`src/hw/rtl/fwr_pkg.sv`:
```
`timescale 1ns / 1ps
// Shared types and constants for the queue with reverse-first-k operation.
// Used by the controller, the datapath and the top level.
package fwr_pkg;

	localparam int QUEUE_DEPTH_DEFAULT = 16;

	typedef logic signed [31:0] word_t;
	typedef logic [1:0]         func_t;
	typedef logic [1:0]         status_code_t;
	typedef logic [7:0]         rev_count_t;
	typedef logic [4:0]         entry_count_t;

	localparam func_t FUNC_PUSH    = 2'd0;
	localparam func_t FUNC_POP     = 2'd1;
	localparam func_t FUNC_REVERSE = 2'd2;

	localparam status_code_t ST_OK        = 2'd0;
	localparam status_code_t ST_UNDERFLOW = 2'd1;
	localparam status_code_t ST_OVERFLOW  = 2'd2;
	localparam status_code_t ST_INVALID   = 2'd3;

	localparam word_t EMPTY_WORD = '1;

	typedef enum logic [2:0] {
		S_IDLE,
		S_EXEC,
		S_TEST,
		S_SWAP_RD,
		S_SWAP_WR_A,
		S_SWAP_WR_B,
		S_FETCH,
		S_LOAD
	} ctrl_state_t;

	// Controller to datapath commands
	typedef struct packed {
		logic accept;
		logic exec;
		logic swap_rd;
		logic swap_wr_a;
		logic swap_wr_b;
		logic fetch;
		logic load;
	} dp_cmd_t;

	// Datapath to controller status
	typedef struct packed {
		logic swap_more;
	} dp_stat_t;

endpackage

```
`src/hw/rtl/fwr_ram.sv`:
```
`timescale 1ns / 1ps
// Generic RAM: one write port, two read ports with registered read data.
// No dependencies.
module fwr_ram #(
	parameter int WIDTH = 32,
	parameter int DEPTH = 16
) (
	input  logic                     clk,
	input  logic                     we,
	input  logic [$clog2(DEPTH)-1:0] waddr,
	input  logic [WIDTH-1:0]         wdata,
	input  logic [$clog2(DEPTH)-1:0] raddr_a,
	input  logic [$clog2(DEPTH)-1:0] raddr_b,
	output logic [WIDTH-1:0]         rdata_a,
	output logic [WIDTH-1:0]         rdata_b
);

	logic [WIDTH-1:0] mem_q [DEPTH];

	always_ff @(posedge clk) begin
		if (we) begin
			mem_q[waddr] <= wdata;
		end
		rdata_a <= mem_q[raddr_a];
		rdata_b <= mem_q[raddr_b];
	end

endmodule

```
`src/hw/rtl/fwr_ctrl.sv`:
```
`timescale 1ns / 1ps
// Sequencer for the queue: request execution, swap loop for reverse, result fetch.
// Depends on fwr_pkg.
module fwr_ctrl (
	input  logic              clk,
	input  logic              arst_n,
	input  logic              start,
	output logic              busy,
	output fwr_pkg::dp_cmd_t  cmd,
	input  fwr_pkg::dp_stat_t stat
);
	import fwr_pkg::*;

	ctrl_state_t state_q, state_d;

	always_ff @(posedge clk or negedge arst_n) begin
		if (!arst_n) begin
			state_q <= S_IDLE;
		end else begin
			state_q <= state_d;
		end
	end

	always_comb begin
		state_d = state_q;
		cmd     = '0;
		busy    = 1'b1;
		unique case (state_q)
			S_IDLE: begin
				busy = 1'b0;
				if (start) begin
					cmd.accept = 1'b1;
					state_d    = S_EXEC;
				end
			end
			S_EXEC: begin
				cmd.exec = 1'b1;
				state_d  = S_TEST;
			end
			S_TEST: begin
				state_d = stat.swap_more ? S_SWAP_RD : S_FETCH;
			end
			S_SWAP_RD: begin
				cmd.swap_rd = 1'b1;
				state_d     = S_SWAP_WR_A;
			end
			S_SWAP_WR_A: begin
				cmd.swap_wr_a = 1'b1;
				state_d       = S_SWAP_WR_B;
			end
			S_SWAP_WR_B: begin
				cmd.swap_wr_b = 1'b1;
				state_d       = S_TEST;
			end
			S_FETCH: begin
				cmd.fetch = 1'b1;
				state_d   = S_LOAD;
			end
			S_LOAD: begin
				cmd.load = 1'b1;
				state_d  = S_IDLE;
			end
			default: begin
				state_d = S_IDLE;
			end
		endcase
	end

endmodule

```
`src/hw/rtl/fwr_dp.sv`:
```
`timescale 1ns / 1ps
// Datapath: ring store, head and count, swap pointers and result registers.
// Depends on fwr_pkg and fwr_ram.
module fwr_dp #(
	parameter int QUEUE_DEPTH = fwr_pkg::QUEUE_DEPTH_DEFAULT
) (
	input  logic                  clk,
	input  logic                  arst_n,
	input  fwr_pkg::dp_cmd_t      cmd,
	output fwr_pkg::dp_stat_t     stat,
	input  fwr_pkg::func_t        func,
	input  fwr_pkg::word_t        push_value,
	input  fwr_pkg::rev_count_t   reverse_count,
	output logic                  done,
	output fwr_pkg::word_t        front_value,
	output fwr_pkg::word_t        back_value,
	output logic                  is_empty,
	output fwr_pkg::entry_count_t entry_count,
	output fwr_pkg::status_code_t status
);
	import fwr_pkg::*;

	localparam int AW = $clog2(QUEUE_DEPTH);
	localparam int CW = $clog2(QUEUE_DEPTH + 1);
	localparam int MW = (CW > 8) ? CW : 8;
	localparam logic [AW:0]   DEPTH_A = (AW + 1)'(QUEUE_DEPTH);
	localparam logic [CW-1:0] DEPTH_C = CW'(QUEUE_DEPTH);

	logic [AW-1:0] head_q;
	logic [CW-1:0] count_q;
	logic [AW-1:0] lo_q, hi_q;
	func_t         func_q;
	word_t         value_q;
	rev_count_t    k_q;
	word_t         tmp_q;
	status_code_t  status_q;

	logic          full, empty, rev_ok;
	logic [CW-1:0] rev_len;
	status_code_t  exec_status;

	logic          we;
	logic [AW-1:0] waddr, raddr_a, raddr_b;
	word_t         wdata, rdata_a, rdata_b;

	// Ring position of the entry that sits off places behind the front.
	function automatic logic [AW-1:0] slot(input logic [AW-1:0] head,
		input logic [AW-1:0] off);
		logic [AW:0] s;
		s = {1'b0, head} + {1'b0, off};
		if (s >= DEPTH_A) begin
			s = s - DEPTH_A;
		end
		return s[AW-1:0];
	endfunction

	assign full    = (count_q == DEPTH_C);
	assign empty   = (count_q == '0);
	assign rev_ok  = (k_q != '0) && !empty;
	assign rev_len = (MW'(k_q) < MW'(count_q)) ? CW'(k_q) : count_q;

	always_comb begin
		unique case (func_q)
			FUNC_PUSH:    exec_status = full ? ST_OVERFLOW : ST_OK;
			FUNC_POP:     exec_status = empty ? ST_UNDERFLOW : ST_OK;
			FUNC_REVERSE: exec_status = rev_ok ? ST_OK : ST_INVALID;
			default:      exec_status = ST_INVALID;
		endcase
	end

	assign stat.swap_more = (lo_q < hi_q);

	always_ff @(posedge clk or negedge arst_n) begin
		if (!arst_n) begin
			head_q  <= '0;
			count_q <= '0;
			lo_q    <= '0;
			hi_q    <= '0;
			done    <= 1'b0;
		end else begin
			done <= cmd.load;
			if (cmd.exec) begin
				lo_q <= '0;
				hi_q <= '0;
				if (func_q == FUNC_PUSH && !full) begin
					count_q <= count_q + 1'b1;
				end
				if (func_q == FUNC_POP && !empty) begin
					head_q  <= slot(head_q, AW'(1));
					count_q <= count_q - 1'b1;
				end
				if (func_q == FUNC_REVERSE && rev_ok) begin
					hi_q <= AW'(rev_len - 1'b1);
				end
			end
			// advance the swap window inward
			if (cmd.swap_wr_b) begin
				lo_q <= lo_q + 1'b1;
				hi_q <= hi_q - 1'b1;
			end
		end
	end

	always_ff @(posedge clk) begin
		if (cmd.accept) begin
			func_q  <= func;
			value_q <= push_value;
			k_q     <= reverse_count;
		end
		if (cmd.exec) begin
			status_q <= exec_status;
		end
		if (cmd.swap_wr_a) begin
			tmp_q <= rdata_a;
		end
		if (cmd.load) begin
			front_value <= empty ? EMPTY_WORD : rdata_a;
			back_value  <= empty ? EMPTY_WORD : rdata_b;
			is_empty    <= empty;
			entry_count <= 5'(count_q);
			status      <= status_q;
		end
	end

	assign raddr_a = cmd.fetch ? head_q : slot(head_q, lo_q);
	assign raddr_b = cmd.fetch ? slot(head_q, AW'(count_q - 1'b1)) : slot(head_q, hi_q);

	always_comb begin
		we    = 1'b0;
		waddr = slot(head_q, lo_q);
		wdata = rdata_b;
		if (cmd.exec) begin
			we    = (func_q == FUNC_PUSH) && !full;
			waddr = slot(head_q, AW'(count_q));
			wdata = value_q;
		end else if (cmd.swap_wr_a) begin
			we = 1'b1;
		end else if (cmd.swap_wr_b) begin
			we    = 1'b1;
			waddr = slot(head_q, hi_q);
			wdata = tmp_q;
		end
	end

	fwr_ram #(
		.WIDTH(32),
		.DEPTH(QUEUE_DEPTH)
	) u_store (
		.clk    (clk),
		.we     (we),
		.waddr  (waddr),
		.wdata  (wdata),
		.raddr_a(raddr_a),
		.raddr_b(raddr_b),
		.rdata_a(rdata_a),
		.rdata_b(rdata_b)
	);

endmodule

```
`src/hw/rtl/fifo_with_reverse_first_k.sv`:
```
`timescale 1ns / 1ps
// Bounded queue of signed 32-bit words with push, pop and reverse-first-k requests.
// Request channel: drive func, push_value and reverse_count with start high; the
// request is taken at a rising edge where start is high and busy is low.
// Result channel: done pulses for one cycle with front_value, back_value, is_empty,
// entry_count and status. The receiver cannot stall; a result must be taken in
// the cycle that done is high.
// Sequence: each request passes the exec, test, fetch and load states in turn. A valid
// reverse of m = min(k, count) entries runs floor(m/2) swaps between test and fetch,
// one read and two writes on the single write port of the store for each swap.
// busy drops in the cycle done is high, so the next request can be taken there;
// no new request is taken while one is in flight.
// Reset: head and count go to zero, the queue is empty and the block is idle.
// The store itself is not cleared; only written entries ever reach the outputs.
// Depends on fwr_pkg, fwr_ctrl, fwr_dp and fwr_ram.
module fifo_with_reverse_first_k #(
	parameter int QUEUE_DEPTH = fwr_pkg::QUEUE_DEPTH_DEFAULT
) (
	input  logic                  clk,
	input  logic                  arst_n,
	input  logic                  start,
	output logic                  busy,
	input  fwr_pkg::func_t        func,
	input  fwr_pkg::word_t        push_value,
	input  fwr_pkg::rev_count_t   reverse_count,
	output logic                  done,
	output fwr_pkg::word_t        front_value,
	output fwr_pkg::word_t        back_value,
	output logic                  is_empty,
	output fwr_pkg::entry_count_t entry_count,
	output fwr_pkg::status_code_t status
);
	import fwr_pkg::*;

	dp_cmd_t  cmd;
	dp_stat_t stat;

	fwr_ctrl u_ctrl (
		.clk   (clk),
		.arst_n(arst_n),
		.start (start),
		.busy  (busy),
		.cmd   (cmd),
		.stat  (stat)
	);

	fwr_dp #(
		.QUEUE_DEPTH(QUEUE_DEPTH)
	) u_dp (
		.clk          (clk),
		.arst_n       (arst_n),
		.cmd          (cmd),
		.stat         (stat),
		.func         (func),
		.push_value   (push_value),
		.reverse_count(reverse_count),
		.done         (done),
		.front_value  (front_value),
		.back_value   (back_value),
		.is_empty     (is_empty),
		.entry_count  (entry_count),
		.status       (status)
	);

	// A result only follows a cycle in which a request was in flight.
	a_done_after_busy: assert property (@(posedge clk) disable iff (!arst_n)
		done |-> $past(busy))
		else $error("result strobe without a request in flight");

	// A taken request keeps the block busy in the next cycle.
	a_accept_busy: assert property (@(posedge clk) disable iff (!arst_n)
		(start && !busy) |=> busy)
		else $error("block not busy after taking a request");

	// At most one datapath command per cycle.
	a_cmd_onehot: assert property (@(posedge clk) disable iff (!arst_n)
		$onehot0({cmd.accept, cmd.exec, cmd.swap_rd, cmd.swap_wr_a, cmd.swap_wr_b,
			cmd.fetch, cmd.load}))
		else $error("overlapping datapath commands");

endmodule
```
`config.mk`:
```
export PLATFORM = sky130hd
export DESIGN_NAME = fifo_with_reverse_first_k
export DESIGN_NICKNAME = d
export VERILOG_FILES = /design/src/hw/rtl/fwr_pkg.sv /design/src/hw/rtl/fwr_ram.sv /design/src/hw/rtl/fwr_ctrl.sv /design/src/hw/rtl/fwr_dp.sv /design/src/hw/rtl/fifo_with_reverse_first_k.sv
export SDC_FILE = /design/constraint.sdc
export NUM_CORES = 1
export LEC_CHECK = 0
export BUFFER_PORTS_ARGS = -buffer_cell sky130_fd_sc_hd__buf_2
export CAP_MARGIN = 20
export CORE_MARGIN = 2
export CORE_UTILIZATION = 39
export DETAILED_ROUTE_END_ITERATION = 8
export PLACE_DENSITY_LB_ADDON = 0.3
export SLEW_MARGIN = 20
export SYNTH_ARGS = -nofsm -noshare
export SYNTH_HDL_FRONTEND = slang
export SYNTH_SLANG_ARGS = --single-unit
```
`constraint.sdc`:
```
create_clock -name clk -period 4.3 [get_ports clk]
set_clock_uncertainty 0.1 [all_clocks]
set_input_delay 0.43 -clock clk [delete_from_list [all_inputs] [get_ports clk]]
set_output_delay 0.43 -clock clk [all_outputs]
set_load 0.005 [all_outputs]
```
Word-level counts from Yosys, hierarchy flattened
Memory sizes are Yosys's and may differ from the RTL's. A register that Yosys moved wholly into a read port is not among the register bits. Index checks and enable logic that the tools add are counted.

Register bits: 169. RAM bits: 512. Input port bits: 45. Output and inout bits: 74. Word-level logic and storage cells: 106. Memories: 1.

Add/sub/neg operators: 15. Order comparisons: 7. Equality and inequality tests: 11. Muxes and demuxes: 41. Reductions and logical operators: 15.

Memories: u_dp.u_store.mem_q (words 16, width 32, read ports 2, clocked after Yosys merged registers in 2, wr ports 1, RTL line fwr_ram.sv:18) `logic [WIDTH-1:0] mem_q [DEPTH];`.

Operators by type and width (count): two-way mux 32 bit (3); two-way mux 4 bit (16); subtractor 4 x 1 -> 4 bit (second input constant) (7); greater-or-equal comparator 5 bit (second input constant) (5); case mux 3 bit (7 select lines) (1); adder 4 x 4 -> 5 bit (4); two-way mux 1 bit (14); equality test 3 bit (second input constant) (4); two-way mux 5 bit (2); < comparator 8 x 5 -> 1 bit (1); nonzero test 8 bit (1); equality test 3 x 2 -> 1 bit (second input constant) (2); two-way mux 3 bit (2); case mux 2 bit (3 select lines) (1); adder 4 x 1 -> 5 bit (second input constant) (1); adder 5 x 1 -> 5 bit (second input constant) (1); equality test 5 bit (second input constant) (1); logical NOT 5 bit (1); subtractor 5 x 1 -> 5 bit (second input constant) (1); adder 4 x 1 -> 4 bit (second input constant) (1); logical AND 1 bit (4); < comparator 4 bit (1); two-way mux 2 bit (2); AND reduction 2 bit (2); other kinds (9) (11).

Depth between registers and ports, before layout
Gate-level depths: netlist (run 1).

Depth after elaboration: 7. Mapped depth: 12. Depth with buffers taken out: 11.

Cells and area by module
From an unflattened synthesis (run 1), not the netlist that was laid out.

Cell total of the unflattened synthesis: 1699. Area, all modules: 31814.3 µm².

By module, submodules not included: fwr_ram (instances 1, cells an instance 1141, area an instance 24203.2 µm², seq. area each 16656.0 µm²); fwr_dp (instances 1, cells an instance 535, area an instance 7402.1 µm², seq. area each 4894.7 µm²); fwr_ctrl (instances 1, cells an instance 23, area an instance 209.0 µm², seq. area each 75.1 µm²).

Worst setup path before layout (run 1)
No wires, ideal clock.

Path kind: reg2reg. From: register u_dp.head_q[1]. To: memory u_dp.u_store.mem_q[12][0] (enable). Setup time: 0.421 ns. Data arrival time: 3.424 ns. Data required time: 3.779 ns. Path slack: 0.355 ns. Cell stages (with the launch flop): 8. Path buffers: 0. Period minus slack after synthesis: 3.945 ns. Cell sequence: dfrtp_1 -> ha_1 -> and3_1 -> or3_1 -> and3_4 -> a211oi_4 -> xnor2_2 -> nor2_1.

Cells in the longest elaborated chain, start to end: 6. Elaborated cells on any way between the ends: 15. Classes of those cells: add/sub: 6; order compare: 3; mux: 6.

RTL lines: start: declaration (RTL line fwr_dp.sv:29) `logic [AW-1:0] head_q;`; start signal: assignment (RTL line fwr_dp.sv:89) `head_q <= slot(head_q, AW'(1));`; adder 4 x 4 -> 5 bit (RTL line fwr_dp.sv:50) `s = {1'b0, head} + {1'b0, off};`; subtractor 4 x 1 -> 4 bit or greater-or-equal comparator 5 bit (tied branches) (RTL line fwr_dp.sv:52, fwr_dp.sv:51); two-way mux 4 bit (RTL line fwr_dp.sv:51) `if (s >= DEPTH_A) begin`; two-way mux 4 bit (RTL line fwr_dp.sv:138) `end else if (cmd.swap_wr_b) begin`; two-way mux 4 bit (RTL line fwr_dp.sv:136) `end else if (cmd.swap_wr_a) begin`; two-way mux 4 bit (*) (RTL line fwr_dp.sv:132) `if (cmd.exec) begin`; end: declaration (RTL line fwr_ram.sv:18).

Mark *: on every way between the ends. The rest lies on a longest branch, timed or not.

Final worst setup path (run 1)
From: register u_dp.count_q[1]. To: register u_dp.u_store.rdata_b[14] (read register of u_dp.u_store.mem_q).

Cells in the longest elaborated chain, start to end: 5. Elaborated cells on any way between the ends: 6. Classes of those cells: add/sub: 3; order compare: 1; mux: 2.

RTL lines: start: declaration (RTL line fwr_dp.sv:30) `logic [CW-1:0] count_q;`; start signal: assignment (RTL line fwr_dp.sv:86) `count_q <= count_q + 1'b1;`; start signal: assignment (RTL line fwr_dp.sv:90) `count_q <= count_q - 1'b1;`; subtractor 5 x 1 -> 5 bit (*); adder 4 x 4 -> 5 bit (*) (RTL line fwr_dp.sv:50); subtractor 4 x 1 -> 4 bit or greater-or-equal comparator 5 bit (tied branches) (RTL line fwr_dp.sv:52, fwr_dp.sv:51); two-way mux 4 bit (*) (RTL line fwr_dp.sv:51); two-way mux 4 bit (*) (RTL line fwr_dp.sv:126) `assign raddr_b = cmd.fetch ? slot(head_q, AW'(count_q - 1'b1)) : slot(head_q, hi_q);`; end: declaration (RTL line fwr_ram.sv:15) `output logic [WIDTH-1:0] rdata_b`.

Marks and branches as above. A chain may end at the register's enable or synchronous reset.

==> reports/results.ini, run 1 <==
[worst_hold_path]
hold_class = in -> reg

[setup_path]
cp-end-kind = register
start_kind = register
cp_slowest_cell = dfrtp_1
critical_path_arrival_ps = 3980
cp_top_family = compound AO/OA/AOI/OAI gates
cpPeakStageDelay_ps = 500
critical_path_buf_inv_count = 3
critPathMaxFanout = 50
path_class = reg -> reg
cp.required_ps = 4660
crit_chain = inv_1, ha_1, inv_1, ha_1, a21o_1, a2111oi_0, o21ai_0, nand4b_1, buf_12, mux2i_1, mux2i_1

[die]
ios = 119
rows = 107
start_util_pct = 39.3
die_w_um = 297
core_um2 = 85000
die_h_um = 297
dieArea_um2 = 88100

[synthesis]
syn_area_per_cell_um2 = 19.5
postSynthCellCount = 1717
synth_edf_count = 660
synthFlopType = edfxtp_1
synth_top_area_share_pct = 59.3
synth_cell_types = 65
syn-num-nets = 1796
yosysWarnings = 0
synth_area_leaders = edfxtp_1 59%, mux4_1 11%, mux4_2 8.2%
synth.largest_area_cell = edfxtp_1
synth-seq-area-share_pct = 64.7
synth_seq_cells = 745
syn_area_um2 = 33400
async_flop_share_pct = 2.82

[route]
wl_per_cell_um = 25.8
via_per_inst = 5.56
route.vias.total = 17500
ant_nets = 0
totalWireLength_um = 81300
first_iter_violations = 1578
drc = 0
first_pass_iters = 5

[status]
outcome = finished clean

[pwr]
cellLeakagePower_nw = 13.9
finalPower_mw = 35.2
p_switching_mw = 12.4
cellPowerDensity_nw_per_um2 = 902
ir_drop_uv = 1130
pwr-share-seq_pct = 32.1
clkPwrFrac_pct = 20.5
p_int_mw = 22.8
sw_frac_of_total_pct = 35.3
combPwrFrac_pct = 47.4

[finish]
layout_commonest_cell = edfxtp_1
diodes = 0
final_cell_mix = 660 x edfxtp_1, 230 x mux2i_1, 134 x mux4_1
finalNetCount = 2025
utilization_pct = 45.9
syn2layout_area_growth_pct = 16.6
drive_gt1_share_pct = 27.7

[global_routing]
grt_antenna_before_repair = 0
grt.total_usage_pct = 18.4
grt_max_degree = 83
grt_first_pass_wirelength_um = 121000
grt_pass1_vias = 18500
grt.overflow.total = 0

[sta]
fmax_mhz = 276
slew_headroom_pct = 30.1
setup_viol = 0
tightestPinTransition_ps = 1050
finalSetupTns_ps = 0
fin_hold_ws_ps = 167
layout_min_cycle_time_ps = 3620
rsz0062_at_grt = false
final-hold-violation-count = 0
post-route-period-util_pct = 84.2
slew_viol_final = 0

[clock_network]
holdBufCountCts = 43
root_buffer = clkbuf_16
cts_resized = 0
cts_buffers = 81
clkTransAtPathRegs_ps = 60
tritoncts = built
cts.path.max_buffers = 3
clock-sinks = 745
post_cts_buffers = 0
cts_htree_levels = 3
clk_latency_ps = 630

[place]
gp_congestion = 0.786
dp_hpwl_um = 46200
port-buffer-count = 118

[job]
drv_cap = 0

[kinds of logic after synthesis]
logic type | after synthesis | share of synthesized area, %
flops | 745 | 64.7
mux | 492 | 25.8
simple gates | 203 | 3.16
buf+inv | 124 | 2.61
compound gates | 99 | 1.79
fa+ha+maj | 34 | 1.36
xor+xnor | 20 | 0.569
[flip-flops by register name, indices dropped and copies added, names as in the netlist, 5 cells and up]
name,count
u_dp.back_value,32
u_dp.count_q,5
u_dp.entry_count,5
u_dp.front_value,32
u_dp.k_q,8
u_dp.tmp_q,32
u_dp.u_store.mem_q,512
u_dp.u_store.rdata_a,32
u_dp.u_store.rdata_b,32
u_dp.value_q,32
[cell type report]
cell class                 instances  area, um2
inverter                          20       75.1
clock buffer                     106       2250
tap                             1144       1430
multi-input combinational        848      11200
fill                            7174      46000
sequential                       745      21600
clock inverter                    43        536
timing repair buffer             250       1920
[synth_stat cells (all sizes together), types with 5 or more instances]
cell type	number
mux4	256
inv	20
edfxtp	660
nand2b	8
nand2	62
dfrtp	21
xor2	6
nand3	10
a21oi	16
a21o	8
o21ai	51
dfxtp	64
or2	65
nand4	5
nor2	29
buf	85
xnor2	14
mux2i	234
clkbuf	19
ha	30
[stage by stage]
step                area, um2  worst slack (ps)  instances
floorplan               33400               355       1717
global placement        35800               654       2963
detailed placement      35800               721       2964
CTS                     39000               704       3156
global route            39000               483       3156
finish                  39000               678       3156
[worst register-to-register path, cell delays in order (launching register included)]
cell,delay [ps]
dfrtp_1,500
inv_1,180
ha_1,300
inv_1,130
ha_1,270
a21o_1,180
a2111oi_0,420
o21ai_0,180
nand4b_1,240
buf_12,450
mux2i_1,340
mux2i_1,170
[power by group through the flow]
stage          Combinational [mW]  Sequential, mW  Clock [mW]
5_1_grt                      18.0            11.4        7.65
4_1_cts                      17.0            11.3        7.37
3_5_place_dp                 16.9            11.4           0
6_report                     16.7            11.3        7.21
2_1_floorplan                12.5            11.2           0
3_3_place_gp                 16.7            11.4           0
[final timing paths]
check	startpoint	to	slack, ps	cells after the start
setup / recovery	u_dp.count_q[1]$_DFFE_PN0P_	u_dp.u_store.rdata_b[14]$_DFF_P_	680	11
hold / removal	start	u_ctrl.state_q[1]$_DFFE_PN0P_	170	4
setup reg to reg	u_dp.count_q[1]$_DFFE_PN0P_	u_dp.u_store.rdata_b[14]$_DFF_P_	680	11
hold reg to reg	u_dp.u_store.rdata_a[26]$_DFF_P_	u_dp.tmp_q[26]$_DFFE_PP_	320	0
max in group asynchronous	arst_n	u_dp.done$_DFF_PN0_	3520	2
min in group asynchronous	arst_n	u_dp.lo_q[0]$_DFFE_PN0P_	220	2
[metal layers]
| metal | up-vias | track usage (%) | routed length (um) |
|---|---|---|---|
| li1 | 7609 | - | - |
| met1 | 9302 | 24.4 | 34700 |
| met2 | 518 | 31.6 | 41000 |
| met3 | 104 | 2.67 | 4080 |
| met4 | 0 | 4.92 | 1510 |
| met5 | - | 0 | 0 |
Power figures use the tool's default switching activity.
==> inputs of run 2 (changes only) <==
ABC_AREA = 1   (was not set)
clock period = 3 ns   (was 4.3 ns; I/O delays follow)
==> reports/results.ini, run 2 <==
[status]
outcome = finished clean

[synthesis]
synth_area_leaders = edfxtp_1 59%, nor2_1 6.9%, o21ai_0 6.3%
synth.largest_area_cell = edfxtp_1
synth-seq-area-share_pct = 64.9  ; +0.22 points
syn-num-nets = 3107  ; +73%
syn_area_um2 = 33300  ; -0.33%
netlist_top_cells_count = 660 x edfxtp_1, 614 x nor2_1, 419 x o21ai_0
synth_edf_count = 660  ; unchanged
yosysWarnings = 0  ; unchanged
postSynthCellCount = 3028  ; +76%
async_flop_share_pct = 2.82  ; unchanged
yosys.cell_count.top_type = edfxtp_1
synth_seq_cells = 745  ; unchanged
synth_top_area_share_pct = 59.5  ; +0.20 points
synthFlopType = edfxtp_1
synth_cell_types = 47  ; -28%
syn_area_per_cell_um2 = 11.0  ; -43%

[setup_path]
critical_path_arrival_ps = 3140  ; -840 ps
start_kind = register
cpMostUsedCell = buf_4
cp.required_ps = 3210  ; -1450 ps
crit_chain = ha_1, fa_2, xnor2_1, buf_4, o211ai_1, o21ai_1, buf_4, inv_1, nand2_1, buf_4, nor2_4, buf_12, buf_12
cp-end-kind = register
cp_slowest_cell = dfrtp_1
cpPeakStageDelay_ps = 400  ; -100 ps
critPathMaxFanout = 6  ; -88%
path_class = reg -> reg

[finish]
final_cell_mix = 660 x edfxtp_1, 595 x nor2_1, 416 x o21ai_0
top_register = u_dp.u_store.mem_q
layout_commonest_cell = edfxtp_1
largest_reg_flops = 512  ; unchanged
stdcell_area_um2 = 40200  ; +3.2%
finalNetCount = 3334  ; +65%
syn2layout_area_growth_pct = 20.8
drive_gt1_share_pct = 17.3  ; -10 points

[die]
ios = 119  ; unchanged
die_h_um = 296  ; -0.17%
die_w_um = 296  ; -0.17%
dieArea_um2 = 87800  ; -0.33%
start_util_pct = 39.3  ; -0.069 points
core_um2 = 84900  ; -0.16%
rows = 107  ; unchanged

[place]
dp_hpwl_um = 59000  ; +28%
port-buffer-count = 118  ; unchanged
placed_cell_area_um2 = 36700  ; +2.7%
gp_congestion = 0.847  ; +7.8%
pre_cts_ws_ps = 35.1  ; -686 ps

[sta]
fmax_mhz = 340  ; +23%
tightestPinTransition_ps = 732  ; -317 ps
final-hold-violation-count = 0  ; unchanged
slew_headroom_pct = 51.2  ; +21 points
slew_viol_final = 0  ; unchanged
setup_viol = 0  ; unchanged
post-route-period-util_pct = 97.9  ; +14 points
fin_hold_ws_ps = 58.5  ; -108 ps
worst_slack_ps = 62.1  ; -616 ps
finalSetupTns_ps = 0  ; unchanged
rsz0062_at_grt = true
layout_min_cycle_time_ps = 2940  ; -684 ps

[route]
ant_nets = 0  ; unchanged
via_per_inst = 5.76  ; +3.7%
totalWireLength_um = 103000  ; +26%
first_pass_iters = 6  ; +1
first_iter_violations = 3238  ; +110%
drc = 0  ; unchanged
route.vias.total = 25800  ; +47%
wl_per_cell_um = 23.0  ; -11%

[global_routing]
grt.total_usage_pct = 22.7  ; +4.4 points
grt_pass1_vias = 24500  ; +33%
grt_antenna_before_repair = 2  ; +2
grt_max_degree = 102  ; +23%
grt_first_pass_wirelength_um = 151000  ; +25%
grt.overflow.total = 0  ; unchanged

[job]
drv_cap = 0  ; unchanged

[clock_network]
cts_buffers = 83  ; +2.5%
cts_htree_levels = 3  ; unchanged
clkTransAtPathRegs_ps = 60  ; about the same
tritoncts = built
cts.path.max_buffers = 3  ; unchanged
clock-sinks = 745  ; unchanged
root_buffer = clkbuf_16
clk_latency_ps = 650  ; +20 ps

[worst_hold_path]
hold_class = in -> async

==> run 2: cell types whose count changed after synthesis, moves of 122 or more <==
| cell | delta |
|---|---|
| o21ai_0 | +369 |
| mux4_2 | -122 |
| nand2_1 | +185 |
| mux4_1 | -134 |
| o221ai_1 | +124 |
| nor2_1 | +585 |
| mux2i_1 | -234 |
==> run 2: timing repair <==
| item | 4_1_cts | 5_1_grt |
|---|---|---|
| buffers inserted | 2 | 3 |
| cloned | 1 | 5 |
| setup endpoints to repair | 1 | 367 |
| resized for setup | 1 | 16 |
| hold buffers | 44 | 0 |
| pin swaps | 1 | 5 |
| endpoints found under the hold margin | 64 | 0 |
==> run 2: worst max-delay path, delay by kind of cell, from the launching register on <==
kind / cells / cell delay (ps)
buffers and inverters: 6 / 870
adder cells (fa/ha/maj): 2 / 590
flip-flops: 1 / 400
AO/OA/AOI/OAI: 2 / 300
AND/OR/NAND/NOR: 2 / 190
XOR/XNOR: 1 / 130
==> run 2: kinds of logic (layout without fill, tap and decap cells) <==
group                    after synthesis  in the layout  synth area share [%]
AO/OA/AOI/OAI                        922            922                  16.7
other                                  0              1                     0
flip-flops                           745            745                  64.9
AND/OR/NAND/NOR                     1006           1006                  12.2
XOR/XNOR                              21             21                 0.575
buffers and inverters                300            597                  4.28
adder cells (fa/ha/maj)               34             34                  1.37
==> run 2: final timing paths <==
check,cells past startpoint,startpoint,slack (ps),endpoint
worst max register to register,13,u_dp.lo_q[0]$_DFFE_PN0P_,60,u_dp.u_store.mem_q[14][15]$_DFFE_PP_
worst max-delay path,13,u_dp.lo_q[0]$_DFFE_PN0P_,60,u_dp.u_store.mem_q[14][15]$_DFFE_PP_
max in group asynchronous,2,arst_n,2350,u_dp.head_q[2]$_DFFE_PN0P_
worst min-delay path,2,arst_n,60,u_ctrl.state_q[1]$_DFFE_PN0P_
worst min register to register,0,u_dp.status_q[1]$_DFFE_PP_,320,u_dp.status[1]$_DFFE_PP_
min in group clk,2,push_value[8],260,u_dp.value_q[8]$_DFFE_PP_
==> run 2: area by class of cell <==
cell class                 instances  area [um2]
clock buffer                     115        2340
clock inverter                    40         460
timing repair buffer             370        3610
inverter                          72         290
multi-input combinational       1983       10500
antenna                            1        2.50
fill                            7621       44600
tap                             1144        1430
sequential                       745       21600
==> run 2: metrics by stage <==
stage / util, % / std cells
after global placement: 43.3 / 4259
after global routing: 47.4 / 4470
after floorplan: - / 3028
final: 47.4 / 4470
after CTS: 47.2 / 4461
after detailed placement: 43.3 / 4259
==> run 2: routing by layer <==
metal | track usage, % | vias to the layer above | part of all wire (%)
met1 | 30.9 | 12500 | 42
li1 | - | 11600 | -
met5 | 0 | - | 0
met2 | 37.2 | 1416 | 46
met3 | 3.29 | 243 | 9.0
met4 | 8.08 | 0 | 3.1
Power of run 2 is not shown: default switching activity piles up to over one toggle a cycle in this logic, so the estimate is an artifact.
